--- src/rtl/core/nps_pkg.sv ---
// ---------------------------------------------------------------------------
// nps_pkg: shared types and constants of the priority scheduler
// Request and result payloads, the control struct broadcast to the slot
// cells and the status struct that each cell reports back.
// ---------------------------------------------------------------------------
`default_nettype none
package nps_pkg;

    localparam int MAX_PROCS = 16;
    localparam int IDX_W     = $clog2(MAX_PROCS);
    localparam int CNT_W     = $clog2(MAX_PROCS + 1);
    localparam int SLOT_W    = 4;
    localparam int TIME_W    = 16;
    localparam int DUR_W     = 8;
    localparam int PRIO_W    = 8;
    localparam int PCNT_W    = 5;

    localparam logic       CMD_LOAD  = 1'b0;
    localparam logic       CMD_TICK  = 1'b1;
    localparam logic [1:0] ST_ABSENT = 2'd0;
    localparam logic [1:0] ST_READY  = 2'd1;
    localparam logic [1:0] ST_RUN    = 2'd2;

    typedef struct packed {
        logic              cmd;
        logic [SLOT_W-1:0] slot;
        logic [DUR_W-1:0]  duration;
        logic [PRIO_W-1:0] priority_req;
        logic [TIME_W-1:0] arrival_time;
    } in_req_t;

    typedef struct packed {
        logic [TIME_W-1:0] tick_time;
        logic [SLOT_W-1:0] slot_res;
        logic [1:0]        status;
        logic              last;
        logic              all_done;
    } out_res_t;

    // Sort key that travels around the ring of cells.
    typedef struct packed {
        logic              waiting;
        logic [PRIO_W-1:0] prio;
        logic [TIME_W-1:0] arrival;
        logic [CNT_W-1:0]  rank;
    } ring_key_t;

    typedef struct packed {
        logic             load;
        logic             admit;
        logic [CNT_W-1:0] admit_rank;
        logic             ring_load;
        logic             ring_step;
        logic             commit;
        logic             run;
        logic             run_fin;
    } cell_ctrl_t;

    typedef struct packed {
        logic       eligible;
        logic       queued;
        logic       head_fin;
        logic       busy;
        logic [1:0] stat;
    } cell_info_t;

endpackage
`default_nettype wire

--- src/rtl/core/nps_cell.sv ---
// ---------------------------------------------------------------------------
// nps_cell: one process slot of the scheduler
// Holds the slot's remaining time, priority, arrival tick and queue rank,
// and ranks itself by counting the waiting keys that pass it on the ring.
// ---------------------------------------------------------------------------
`default_nettype none
module nps_cell (
    input  wire logic                      aclk,
    input  wire logic                      aresetn,
    input  wire nps_pkg::cell_ctrl_t       ctrl,
    input  wire logic                      sel,
    input  wire nps_pkg::in_req_t          req,
    input  wire logic [nps_pkg::TIME_W-1:0] now,
    input  wire nps_pkg::ring_key_t        ring_in,
    output nps_pkg::ring_key_t             ring_out,
    output nps_pkg::cell_info_t            info
);
    import nps_pkg::*;

    logic [DUR_W-1:0]  rem_reg, rem_next;
    logic [PRIO_W-1:0] prio_reg, prio_next;
    logic [TIME_W-1:0] arr_reg, arr_next;
    logic [CNT_W-1:0]  rank_reg, rank_next;
    logic              retired_reg, retired_next;
    logic [1:0]        stat_reg, stat_next;
    ring_key_t         ring_reg, ring_next;
    logic [CNT_W-1:0]  cnt_reg, cnt_next;
    ring_key_t         own_key;
    logic              waiting, is_head, passes_me;

    assign waiting = rank_reg >= CNT_W'(2);
    assign is_head = rank_reg == CNT_W'(1);
    assign own_key = '{waiting: waiting, prio: prio_reg, arrival: arr_reg, rank: rank_reg};
    assign passes_me = waiting && ring_reg.waiting &&
        ({ring_reg.prio, ring_reg.arrival, ring_reg.rank} <
         {prio_reg, arr_reg, rank_reg});

    always_comb begin
        rem_next     = rem_reg;
        prio_next    = prio_reg;
        arr_next     = arr_reg;
        rank_next    = rank_reg;
        retired_next = retired_reg;
        stat_next    = stat_reg;
        ring_next    = ring_reg;
        cnt_next     = cnt_reg;
        if (ctrl.load && sel) begin
            rem_next     = req.duration;
            prio_next    = req.priority_req;
            arr_next     = req.arrival_time;
            retired_next = 1'b0;
        end
        if (ctrl.admit && sel) begin
            rank_next = ctrl.admit_rank;
        end
        if (ctrl.ring_load) begin
            ring_next = own_key;
            cnt_next  = '0;
        end
        if (ctrl.ring_step) begin
            ring_next = ring_in;
            cnt_next  = cnt_reg + CNT_W'(passes_me);
        end
        if (ctrl.commit) begin
            if (waiting) begin
                rank_next = cnt_reg + CNT_W'(2);
            end
            stat_next = is_head ? ST_RUN : (waiting ? ST_READY : ST_ABSENT);
        end
        if (ctrl.run) begin
            if (is_head && rem_reg != '0) begin
                rem_next = rem_reg - DUR_W'(1);
            end
            if (ctrl.run_fin) begin
                if (is_head) begin
                    retired_next = 1'b1;
                end
                if (rank_reg != '0) begin
                    rank_next = rank_reg - CNT_W'(1);
                end
            end
        end
    end

    always_ff @(posedge aclk) begin
        if (!aresetn) begin
            rem_reg     <= '0;
            prio_reg    <= '0;
            arr_reg     <= '0;
            rank_reg    <= '0;
            retired_reg <= 1'b0;
            stat_reg    <= ST_ABSENT;
        end else begin
            rem_reg     <= rem_next;
            prio_reg    <= prio_next;
            arr_reg     <= arr_next;
            rank_reg    <= rank_next;
            retired_reg <= retired_next;
            stat_reg    <= stat_next;
        end
        ring_reg <= ring_next;
        cnt_reg  <= cnt_next;
    end

    assign ring_out      = ring_reg;
    assign info.eligible = (rank_reg == '0) && !retired_reg && (rem_reg != '0) &&
                           (arr_reg == now);
    assign info.queued   = rank_reg != '0;
    assign info.head_fin = is_head && (rem_reg <= DUR_W'(1));
    assign info.busy     = rem_reg != '0;
    assign info.stat     = stat_reg;

endmodule
`default_nettype wire

--- src/rtl/core/nonpreemptive_priority_scheduler.sv ---
// ---------------------------------------------------------------------------
// nonpreemptive_priority_scheduler: tick-by-tick priority scheduler
// A request on s_ either loads a process slot (no result) or advances
// one tick. A tick scans the slots in use for admission, one slot at a
// time, ranks the waiting entries by circulating their keys once around
// the ring of slot cells, runs the head and settles the done flag, then
// sends one status row per slot in use on m_, one per cycle while
// m_ready is high. s_ready is high only while no tick is in progress;
// the last row may still wait in the output register while the next
// request is taken. A stalled m_ready holds the current row and pauses
// the tick. The process_count register is written through
// cfg_wr_en/cfg_wr_data. aresetn (synchronous, low) clears all slots,
// the queue and the time, and sets process_count to 16.
// ---------------------------------------------------------------------------
`default_nettype none
module nonpreemptive_priority_scheduler (
    input  wire logic                       aclk,
    input  wire logic                       aresetn,
    input  wire logic                       s_valid,
    output logic                            s_ready,
    input  wire nps_pkg::in_req_t           s_data,
    output logic                            m_valid,
    input  wire logic                       m_ready,
    output nps_pkg::out_res_t               m_data,
    input  wire logic                       cfg_wr_en,
    input  wire logic [nps_pkg::PCNT_W-1:0] cfg_wr_data
);
    import nps_pkg::*;

    localparam logic [2:0] S_IDLE   = 3'd0;
    localparam logic [2:0] S_ADMIT  = 3'd1;
    localparam logic [2:0] S_RLOAD  = 3'd2;
    localparam logic [2:0] S_RSHIFT = 3'd3;
    localparam logic [2:0] S_COMMIT = 3'd4;
    localparam logic [2:0] S_RUN    = 3'd5;
    localparam logic [2:0] S_DONE   = 3'd6;
    localparam logic [2:0] S_EMIT   = 3'd7;

    logic [2:0]        state_reg, state_next;
    logic [PCNT_W-1:0] pcount_reg;
    logic [CNT_W-1:0]  idx_reg, idx_next;
    logic [CNT_W-1:0]  qlen_reg, qlen_next;
    logic [TIME_W-1:0] now_reg, now_next;
    logic [TIME_W-1:0] tick_reg, tick_next;
    logic              done_reg, done_next;
    logic              m_valid_reg, m_valid_next;
    out_res_t          m_data_reg, m_data_next;

    logic [CNT_W-1:0]  n_used;
    cell_ctrl_t        ctrl;
    logic [MAX_PROCS-1:0] sel;
    cell_info_t        info [MAX_PROCS];
    ring_key_t         ring [MAX_PROCS];
    logic              accept, run_fin, any_busy, emit_load, admit_now;
    logic [IDX_W-1:0]  cur;

    always_comb begin
        if (pcount_reg == '0) begin
            n_used = CNT_W'(1);
        end else if (32'(pcount_reg) > MAX_PROCS) begin
            n_used = CNT_W'(MAX_PROCS);
        end else begin
            n_used = CNT_W'(pcount_reg);
        end
    end

    assign s_ready = state_reg == S_IDLE;
    assign accept  = s_valid && s_ready;
    assign cur     = idx_reg[IDX_W-1:0];

    genvar g;
    generate
        for (g = 0; g < MAX_PROCS; g++) begin : g_cell
            nps_cell u_cell (
                .aclk    (aclk),
                .aresetn (aresetn),
                .ctrl    (ctrl),
                .sel     (sel[g]),
                .req     (s_data),
                .now     (now_reg),
                .ring_in (ring[(g + MAX_PROCS - 1) % MAX_PROCS]),
                .ring_out(ring[g]),
                .info    (info[g])
            );
        end
    endgenerate

    always_comb begin
        run_fin  = 1'b0;
        any_busy = 1'b0;
        for (int i = 0; i < MAX_PROCS; i++) begin
            run_fin = run_fin | info[i].head_fin;
            if (CNT_W'(i) < n_used) begin
                any_busy = any_busy | info[i].busy;
            end
        end
    end

    assign admit_now = (state_reg == S_ADMIT) && info[cur].eligible &&
                       (qlen_reg < CNT_W'(MAX_PROCS));
    assign emit_load = (state_reg == S_EMIT) && (!m_valid_reg || m_ready);

    always_comb begin
        ctrl            = '0;
        ctrl.load       = accept && (s_data.cmd == CMD_LOAD) &&
                          (CNT_W'(s_data.slot) < n_used) &&
                          !info[IDX_W'(s_data.slot)].queued;
        ctrl.admit      = admit_now;
        ctrl.admit_rank = qlen_reg + CNT_W'(1);
        ctrl.ring_load  = state_reg == S_RLOAD;
        ctrl.ring_step  = state_reg == S_RSHIFT;
        ctrl.commit     = state_reg == S_COMMIT;
        ctrl.run        = state_reg == S_RUN;
        ctrl.run_fin    = run_fin;
        for (int i = 0; i < MAX_PROCS; i++) begin
            sel[i] = (state_reg == S_IDLE) ? (IDX_W'(s_data.slot) == IDX_W'(i))
                                           : (cur == IDX_W'(i));
        end
    end

    always_comb begin
        state_next   = state_reg;
        idx_next     = idx_reg;
        qlen_next    = qlen_reg;
        now_next     = now_reg;
        tick_next    = tick_reg;
        done_next    = done_reg;
        m_data_next  = m_data_reg;
        m_valid_next = m_valid_reg;
        if (m_ready) begin
            m_valid_next = 1'b0;
        end
        case (state_reg)
            S_IDLE: begin
                if (accept && s_data.cmd == CMD_TICK) begin
                    idx_next   = '0;
                    tick_next  = now_reg;
                    state_next = S_ADMIT;
                end
            end
            S_ADMIT: begin
                if (admit_now) begin
                    qlen_next = qlen_reg + CNT_W'(1);
                end
                idx_next = idx_reg + CNT_W'(1);
                if (idx_reg + CNT_W'(1) >= n_used) begin
                    state_next = S_RLOAD;
                end
            end
            S_RLOAD: begin
                idx_next   = '0;
                state_next = S_RSHIFT;
            end
            S_RSHIFT: begin
                idx_next = idx_reg + CNT_W'(1);
                if (idx_reg == CNT_W'(MAX_PROCS - 1)) begin
                    state_next = S_COMMIT;
                end
            end
            S_COMMIT: begin
                state_next = S_RUN;
            end
            S_RUN: begin
                if (run_fin && qlen_reg != '0) begin
                    qlen_next = qlen_reg - CNT_W'(1);
                end
                if (now_reg != {TIME_W{1'b1}}) begin
                    now_next = now_reg + TIME_W'(1);
                end
                state_next = S_DONE;
            end
            S_DONE: begin
                done_next  = !any_busy;
                idx_next   = '0;
                state_next = S_EMIT;
            end
            S_EMIT: begin
                if (emit_load) begin
                    m_valid_next         = 1'b1;
                    m_data_next.tick_time = tick_reg;
                    m_data_next.slot_res = SLOT_W'(cur);
                    m_data_next.status   = info[cur].stat;
                    m_data_next.last     = idx_reg + CNT_W'(1) == n_used;
                    m_data_next.all_done = done_reg;
                    idx_next             = idx_reg + CNT_W'(1);
                    if (idx_reg + CNT_W'(1) == n_used) begin
                        state_next = S_IDLE;
                    end
                end
            end
            default: begin
                state_next = S_IDLE;
            end
        endcase
    end

    always_ff @(posedge aclk) begin
        if (!aresetn) begin
            state_reg   <= S_IDLE;
            pcount_reg  <= PCNT_W'(16);
            idx_reg     <= '0;
            qlen_reg    <= '0;
            now_reg     <= '0;
            m_valid_reg <= 1'b0;
        end else begin
            state_reg   <= state_next;
            idx_reg     <= idx_next;
            qlen_reg    <= qlen_next;
            now_reg     <= now_next;
            m_valid_reg <= m_valid_next;
            if (cfg_wr_en) begin
                pcount_reg <= cfg_wr_data;
            end
        end
        tick_reg   <= tick_next;
        done_reg   <= done_next;
        m_data_reg <= m_data_next;
    end

    assign m_valid = m_valid_reg;
    assign m_data  = m_data_reg;

endmodule
`default_nettype wire

--- config.mk ---
export PLATFORM = sky130hd
export DESIGN_NAME = nonpreemptive_priority_scheduler
export DESIGN_NICKNAME = d
export VERILOG_FILES = /design/src/rtl/core/nps_pkg.sv /design/src/rtl/core/nps_cell.sv /design/src/rtl/core/nonpreemptive_priority_scheduler.sv
export SDC_FILE = /design/constraint.sdc
export NUM_CORES = 2
export LEC_CHECK = 0
export BUFFER_PORTS_ARGS = -buffer_cell sky130_fd_sc_hd__buf_2
export CAP_MARGIN = 10
export CORE_ASPECT_RATIO = 1.5
export CORE_MARGIN = 2
export CORE_UTILIZATION = 55
export DETAILED_ROUTE_END_ITERATION = 16
export PLACE_DENSITY_LB_ADDON = 0.1
export SLEW_MARGIN = 10
export SYNTH_ARGS = -nofsm -noshare
export SYNTH_HDL_FRONTEND = slang
export SYNTH_SLANG_ARGS = --single-unit
--- constraint.sdc ---
create_clock -name aclk -period 16.1 [get_ports aclk]
set_clock_uncertainty 0.2 [all_clocks]
set_input_delay 0.805 -clock aclk [delete_from_list [all_inputs] [get_ports aclk]]
set_output_delay 0.805 -clock aclk [all_outputs]
set_load 0.02 [all_outputs]
Word level (Yosys, flattened, before mapping)
Index checks and enable logic that the tools add are counted.

cells by class
  $add $sub $neg = 68
  order comparisons = 70
  eq/ne operators = 79
  mux-type cells = 344
  bitwise operators = 33
  reductions and logical operators = 237

operators with widths
  kind                                                             number
  2-to-1 mux 30 bit                                                32
  2-to-1 mux 5 bit                                                 121
  < comparator 29 bit                                              16
  2-to-1 mux 8 bit                                                 48
  equality test 16 bit                                             16
  logical AND 1 bit                                                153
  less-or-equal comparator 8 x 1 -> 1 bit (second input constant)  16
  nonzero test 8 bit                                               16
  subtractor 8 x 1 -> 8 bit (second input constant)                16
  2-to-1 mux 1 bit                                                 115
  logical NOT 5 bit                                                17
  nonzero test 5 bit                                               17
  subtractor 5 x 1 -> 5 bit (second input constant)                17
  adder 5 x 1 -> 5 bit                                             16
  adder 5 x 2 -> 5 bit (second input constant)                     16
  equality test 5 x 1 -> 1 bit (second input constant)             16
  >= comparator 5 x 2 -> 1 bit (second input constant)             16
  equality test 4 bit (second input constant)                      16
  binary-select mux 6 bit (select 4 bit)                           2
  < comparator 4 x 5 -> 1 bit (first input constant)               8
  equality test 4 x 3 -> 1 bit (second input constant)             8
  2-to-1 mux 2 bit                                                 16
  bitwise OR 1 bit                                                 30
  one-hot mux 3 bit (8 select lines)                               1
  other kinds (36)                                                 86

word-level totals
  bits in registers = 1276
  input bits = 47
  word-level logic and storage cells = 1020

Logic depth before layout (Yosys ltp)
  depth in word-level cells = 36
  depth in mapped cells = 16
  mapped depth without buffers = 16

Hierarchy
A second synthesis with hierarchy kept.

second synthesis, totals
  cells, all modules = 7918
  area, all modules = 72716.0 um^2

modules (own cells, without submodules)
  module                            instances  cells an instance  area each (um^2)
  nps_cell (g_cell[10].u_cell ...)  10         467                4269.1
  nps_cell (g_cell[0].u_cell ...)   4          473                4284.1
  nps_cell (g_cell[1].u_cell)       1          471                4334.2
  nps_cell (g_cell[9].u_cell)       1          477                4317.9
  nonpreemptive_priority_scheduler  1          408                4236.6

Worst setup path before layout
No wires, ideal clock.

  path kind = register -> register
  start = register state_reg[1]
  end = register g_cell[10].u_cell.cnt_reg[0], data pin
  data arrival time = 17385 ps
  slack = -1732 ps
  stages on the path, launching flop included = 5
  clock period less this slack = 17832 ps
  path through = dfxtp_1 > buf_1 > nor2b_1 > clkbuf_1 > and3_1

between the ends
  word-level cells in the longest chain between the ends = 2

RTL lines
  what                          line                                     RTL
  from (decl)                   nonpreemptive_priority_scheduler.sv:39   logic [2:0] state_reg, state_next;
  from (signal assigned)        nonpreemptive_priority_scheduler.sv:206  state_reg <= state_next;
  equality test 3 x 2 -> 1 bit  nonpreemptive_priority_scheduler.sv:111  ctrl.ring_step = state_reg == S_RSHIFT;
  2-to-1 mux 5 bit              nps_cell.sv:60                           if (ctrl.ring_step) begin
  to (signal assigned)          nps_cell.sv:102                          cnt_reg <= cnt_next;
  to (decl)                     nps_cell.sv:27                           logic [CNT_W-1:0] cnt_reg, cnt_next;

No other way between the ends.
A chain may end at the register's enable or synchronous reset.

Worst setup path in the final report
  start = register now_reg[5]
  end = register g_cell[6].u_cell.rank_reg[2]

between the ends
  word-level cells in the longest chain between the ends = 14

RTL lines
  what                                        line                                     RTL
  from (decl)                                 nonpreemptive_priority_scheduler.sv:43   logic [TIME_W-1:0] now_reg, now_next;
  from (signal assigned)                      nonpreemptive_priority_scheduler.sv:209  now_reg <= now_next;
  equality test 16 bit                        nps_cell.sv:107                          (arr_reg == now);
  logical AND 1 bit                           nps_cell.sv:106                          assign info.eligible = (rank_reg == '0) && !retired_reg && (rem_reg != '0) &&
  binary-select mux 6 bit (select 4 bit) (*)  nonpreemptive_priority_scheduler.sv:99   assign admit_now = (state_reg == S_ADMIT) && info[cur].eligible &&
  2-to-1 mux 6 bit (*) (2 in a row)           --
  logical AND 1 bit (*) (2 in a row)          nonpreemptive_priority_scheduler.sv:99
  logical AND 1 bit (*)                       nps_cell.sv:53                           if (ctrl.admit && sel) begin
  2-to-1 mux 5 bit (*)                        nps_cell.sv:53
  2-to-1 mux 5 bit                            nps_cell.sv:65                           if (waiting) begin
  2-to-1 mux 5 bit (*)                        nps_cell.sv:64                           if (ctrl.commit) begin
  2-to-1 mux 5 bit                            nps_cell.sv:78                           if (rank_reg != '0) begin
  2-to-1 mux 5 bit                            nps_cell.sv:74                           if (ctrl.run_fin) begin
  2-to-1 mux 5 bit (*)                        nps_cell.sv:70                           if (ctrl.run) begin
  to (signal assigned)                        nps_cell.sv:97                           rank_reg <= rank_next;
  to (decl)                                   nps_cell.sv:23                           logic [CNT_W-1:0] rank_reg, rank_next;

Every way passes the cells marked *; elsewhere a longest branch is shown, timed or not. The select of a mux whose other input is x is not followed.

==> load_flow_metrics.sql <==
INSERT INTO impl_metrics (metric_group, metric, value, unit) VALUES
('finish', 'layout.nets', '7987', ''),
('logic_synthesis', 'post_synthesis_async_set_or_reset_flop_share', '0', '%'),
('drt', 'postRouteWirelength', '249', 'mm'),
('clock_tree', 'clock_tree.htree_level_count', '4', ''),
('sta', 'finalHoldWorstSlack', '0.0572', 'ns'),
('logic_synthesis', 'post_synth_fa_ha_maj_area_fraction', '10.4', '%'),
('sta', 'worst_slew_pin_slew', '1.30', 'ns'),
('setup_path', 'worstSetupStartpointType', 'flip-flop', ''),
('logic_synthesis', 'synth.top_cells.by_area', 'sky130_fd_sc_hd__edfxtp_1 (25%), sky130_fd_sc_hd__dfxtp_1 (19%), sky130_fd_sc_hd__ha_1 (10%), sky130_fd_sc_hd__mux2_2 (7.4%), sky130_fd_sc_hd__nand2_1 (5.4%)', ''),
('placement', 'place_area', '0.0734', 'sq mm'),
('logic_synthesis', 'post_synth_and_or_nand_nor_area_fraction', '14.5', '%'),
('power', 'power_density', '95.2', 'mW/mm^2'),
('die', 'start_util', '55.4', '%'),
('clock_tree', 'clock-sinks', '1276', ''),
('global_route', 'globalRouteOverflowTotal', '0', ''),
('logic_synthesis', 'synth.ff_latch_count', '1276', ''),
('finish', 'syn2layout_area_growth', '9.22', '%'),
('placement', 'routabilityCongestion', '0.974', ''),
('logic_synthesis', 'yosys.area_share.xor_xnor', '4.89', '%'),
('finish', 'fraction_of_final_layout_cells_sized_beyond_drive_strength_1', '12.8', '%'),
('logic_synthesis', 'synth_cell_types', '86', ''),
('die', 'die-height', '445', 'um'),
('clock_tree', 'worstSkewPairLatency', '0.81', 'ns'),
('setup_path', 'timing.critical_path.to_type', 'flip-flop', ''),
('logic_synthesis', 'yosysMostFrequentCell', 'sky130_fd_sc_hd__nand2_1', ''),
('outcome', 'status', 'finished clean', ''),
('die', 'die_w', '298', 'um'),
('sta', 'setup_viol', '0', ''),
('global_route', 'antenna_violations_before_repair', '14', ''),
('drt', 'final_antenna_violating_net_count', '0', ''),
('sta', 'timing_hold_violations_final', '0', ''),
('logic_synthesis', 'synth.cell_area', '0.0712', 'sq mm'),
('setup_path', 'crit_chain', 'buf_4, xor2_1, nor4_1, nand3_1, nor4_1, o2111ai_1, o21ai_2, buf_4, and2_4, nand3_1, a221oi_1', ''),
('logic_synthesis', 'synth.avg_cell_area', '9.61', 'sq um'),
('logic_synthesis', 'netlist_top_cells_count', 'sky130_fd_sc_hd__nand2_1 (1022), sky130_fd_sc_hd__a21oi_1 (710), sky130_fd_sc_hd__dfxtp_1 (675)', ''),
('sta', 'final-max-slew-violation-count', '0', ''),
('global_route', 'grt_first_pass_wirelength', '362', 'mm'),
('global_route', 'largest_net_degree_at_the_start_of_global_routing', '165', ''),
('setup_path', 'crit_path_top_delay_cell', 'sky130_fd_sc_hd__and2_4', ''),
('sta', 'final_min_period_over_clock_period', '32.6', '%'),
('logic_synthesis', 'complex_gate_fraction_of_the_synthesized_area', '12.6', '%'),
('finish', 'largest_register_ff_count', '480', ''),
('clock_tree', 'clock_pin_slew_reported_for_the_worst_setup_and_hold_paths_after_clock_tree_synthesis', '0.06', 'ns'),
('die', 'placeable_area', '0.129', 'sq mm'),
('logic_synthesis', 'synth_edf_count', '601', ''),
('sta', 'timing.slew.headroom', '12.8', '%'),
('setup_path', 'crit_path_max_fanout', '57', ''),
('logic_synthesis', 'synth.yosys.seq_area_share', '44.3', '%'),
('finish', 'layout_cells_excl_fill', '9183', ''),
('drt', 'wl_per_cell', '27.1', 'um'),
('setup_path', 'timing.critical_path.arrival', '5.74', 'ns'),
('global_route', 'grt_pass1_vias', '55700', ''),
('clock_tree', 'max-clock-path-buffers', '3', ''),
('worst_hold_path', 'hp-class', 'in2reg', ''),
('setup_path', 'critPathKind', 'reg2reg', ''),
('finish', 'final_core_util', '60.5', '%'),
('power', 'total_power', '7.41', 'mW'),
('drt', 'dr.pass1.iters', '6', ''),
('die', 'io_pins', '73', ''),
('drt', 'initialDrtViolationCount', '5925', ''),
('sta', 'fin_setup_tns', '0', 'ns'),
('placement', 'place_inst', '8924', ''),
('logic_synthesis', 'synthesis.instances', '7410', ''),
('logic_synthesis', 'synthesis.yosys.warnings', '0', ''),
('sta', 'achievable-frequency', '0.190', 'GHz'),
('logic_synthesis', 'synth_top_cell_area_share', '25.3', '%'),
('sta', 'rsz0062_at_grt', 'false', ''),
('flow_run', 'drv.max_cap_violation_count', '0', ''),
('logic_synthesis', 'syn_nets', '8048', ''),
('drt', 'drc', '0', ''),
('die', 'die-area', '0.132', 'sq mm');
[layout by cell type (no fill, tap or decap), types with 33 or more instances in the layout]
master                      count
sky130_fd_sc_hd__xor2_1       261
sky130_fd_sc_hd__xnor2_1      137
sky130_fd_sc_hd__clkbuf_16    140
sky130_fd_sc_hd__nand2_1     1020
sky130_fd_sc_hd__a21o_1       136
sky130_fd_sc_hd__nand3_1      254
sky130_fd_sc_hd__a211oi_1      57
sky130_fd_sc_hd__nor2_1       316
sky130_fd_sc_hd__nand2b_1      68
sky130_fd_sc_hd__nor3_1       140
sky130_fd_sc_hd__a21oi_1      710
sky130_fd_sc_hd__o211ai_1      51
sky130_fd_sc_hd__and3_1        65
sky130_fd_sc_hd__nor2b_1       43
sky130_fd_sc_hd__buf_2         71
sky130_fd_sc_hd__inv_1        522
sky130_fd_sc_hd__mux2i_1       33
sky130_fd_sc_hd__o21ai_0      180
sky130_fd_sc_hd__clkbuf_1      42
sky130_fd_sc_hd__nor4_1        79
sky130_fd_sc_hd__buf_4        131
sky130_fd_sc_hd__a31oi_1       67
sky130_fd_sc_hd__ha_1         591
sky130_fd_sc_hd__nand4_1       80
sky130_fd_sc_hd__dfxtp_1      671
sky130_fd_sc_hd__or3_1         39
sky130_fd_sc_hd__mux2_2       465
sky130_fd_sc_hd__edfxtp_1     601
[cell families (layout without fill, tap and decap cells)]
family	count (synthesis)	after routing
flip-flops	1276	1276
multiplexers	513	513
AND/OR/NAND/NOR	2237	2237
other	0	9
XOR/XNOR	398	398
buffers and inverters	929	982
adder cells (fa/ha/maj)	591	591
AO/OA/AOI/OAI	1466	1466
[metal layers]
layer / wire length (um) / global-route usage [%] / vias up
li1: - / - / 26300
met1: 90600 / 42.6 / 27800
met2: 118000 / 61.5 / 2641
met3: 19100 / 6.24 / 823
met4: 20900 / 26.7 / 10
met5: 57 / 0 / -
[worst max-delay path, delay by kind of cell (launching register included)]
kind                   cells  cell delay [ns]
AND/OR/NAND/NOR            5             2.00
flip-flops                 1             0.56
buffers and inverters      2             0.84
XOR/XNOR                   1             0.12
AO/OA/AOI/OAI              3             1.29
[where the power goes]
part	switching, mW	internal [mW]	leakage, nW
Clock	1.37	1.83	2.16
Sequential	0.0926	3.50	11.1
Combinational	0.442	0.179	16.3
Total	1.91	5.50	29.5
[path summary, 6_finish.rpt]
kind	from	endpoint	slack, ns	cells past startpoint
min reg2reg	tick_reg[6]$_DFFE_PP_	m_data[14]$_DFFE_PP_	0.24	0
min	cfg_wr_data[1]	pcount_reg[1]$_SDFFE_PN0P_	0.06	3
max	now_reg[5]$_SDFFE_PN0P_	g_cell[6].u_cell.rank_reg[2]$_SDFF_PN0_	10.85	11
max reg2reg	now_reg[5]$_SDFFE_PN0P_	g_cell[6].u_cell.rank_reg[2]$_SDFF_PN0_	10.85	11
[area by class of cell]
class | count | area, sq um
antenna | 9 | 22.5
clock buffer | 196 | 3850
clock inverter | 54 | 557
fill | 11100 | 50700
inverter | 526 | 1980
multi-input combinational | 5205 | 36300
sequential | 1276 | 31600
tap | 1711 | 2140
timing repair buffer | 206 | 1420
(Power assumes the default switching activity.)
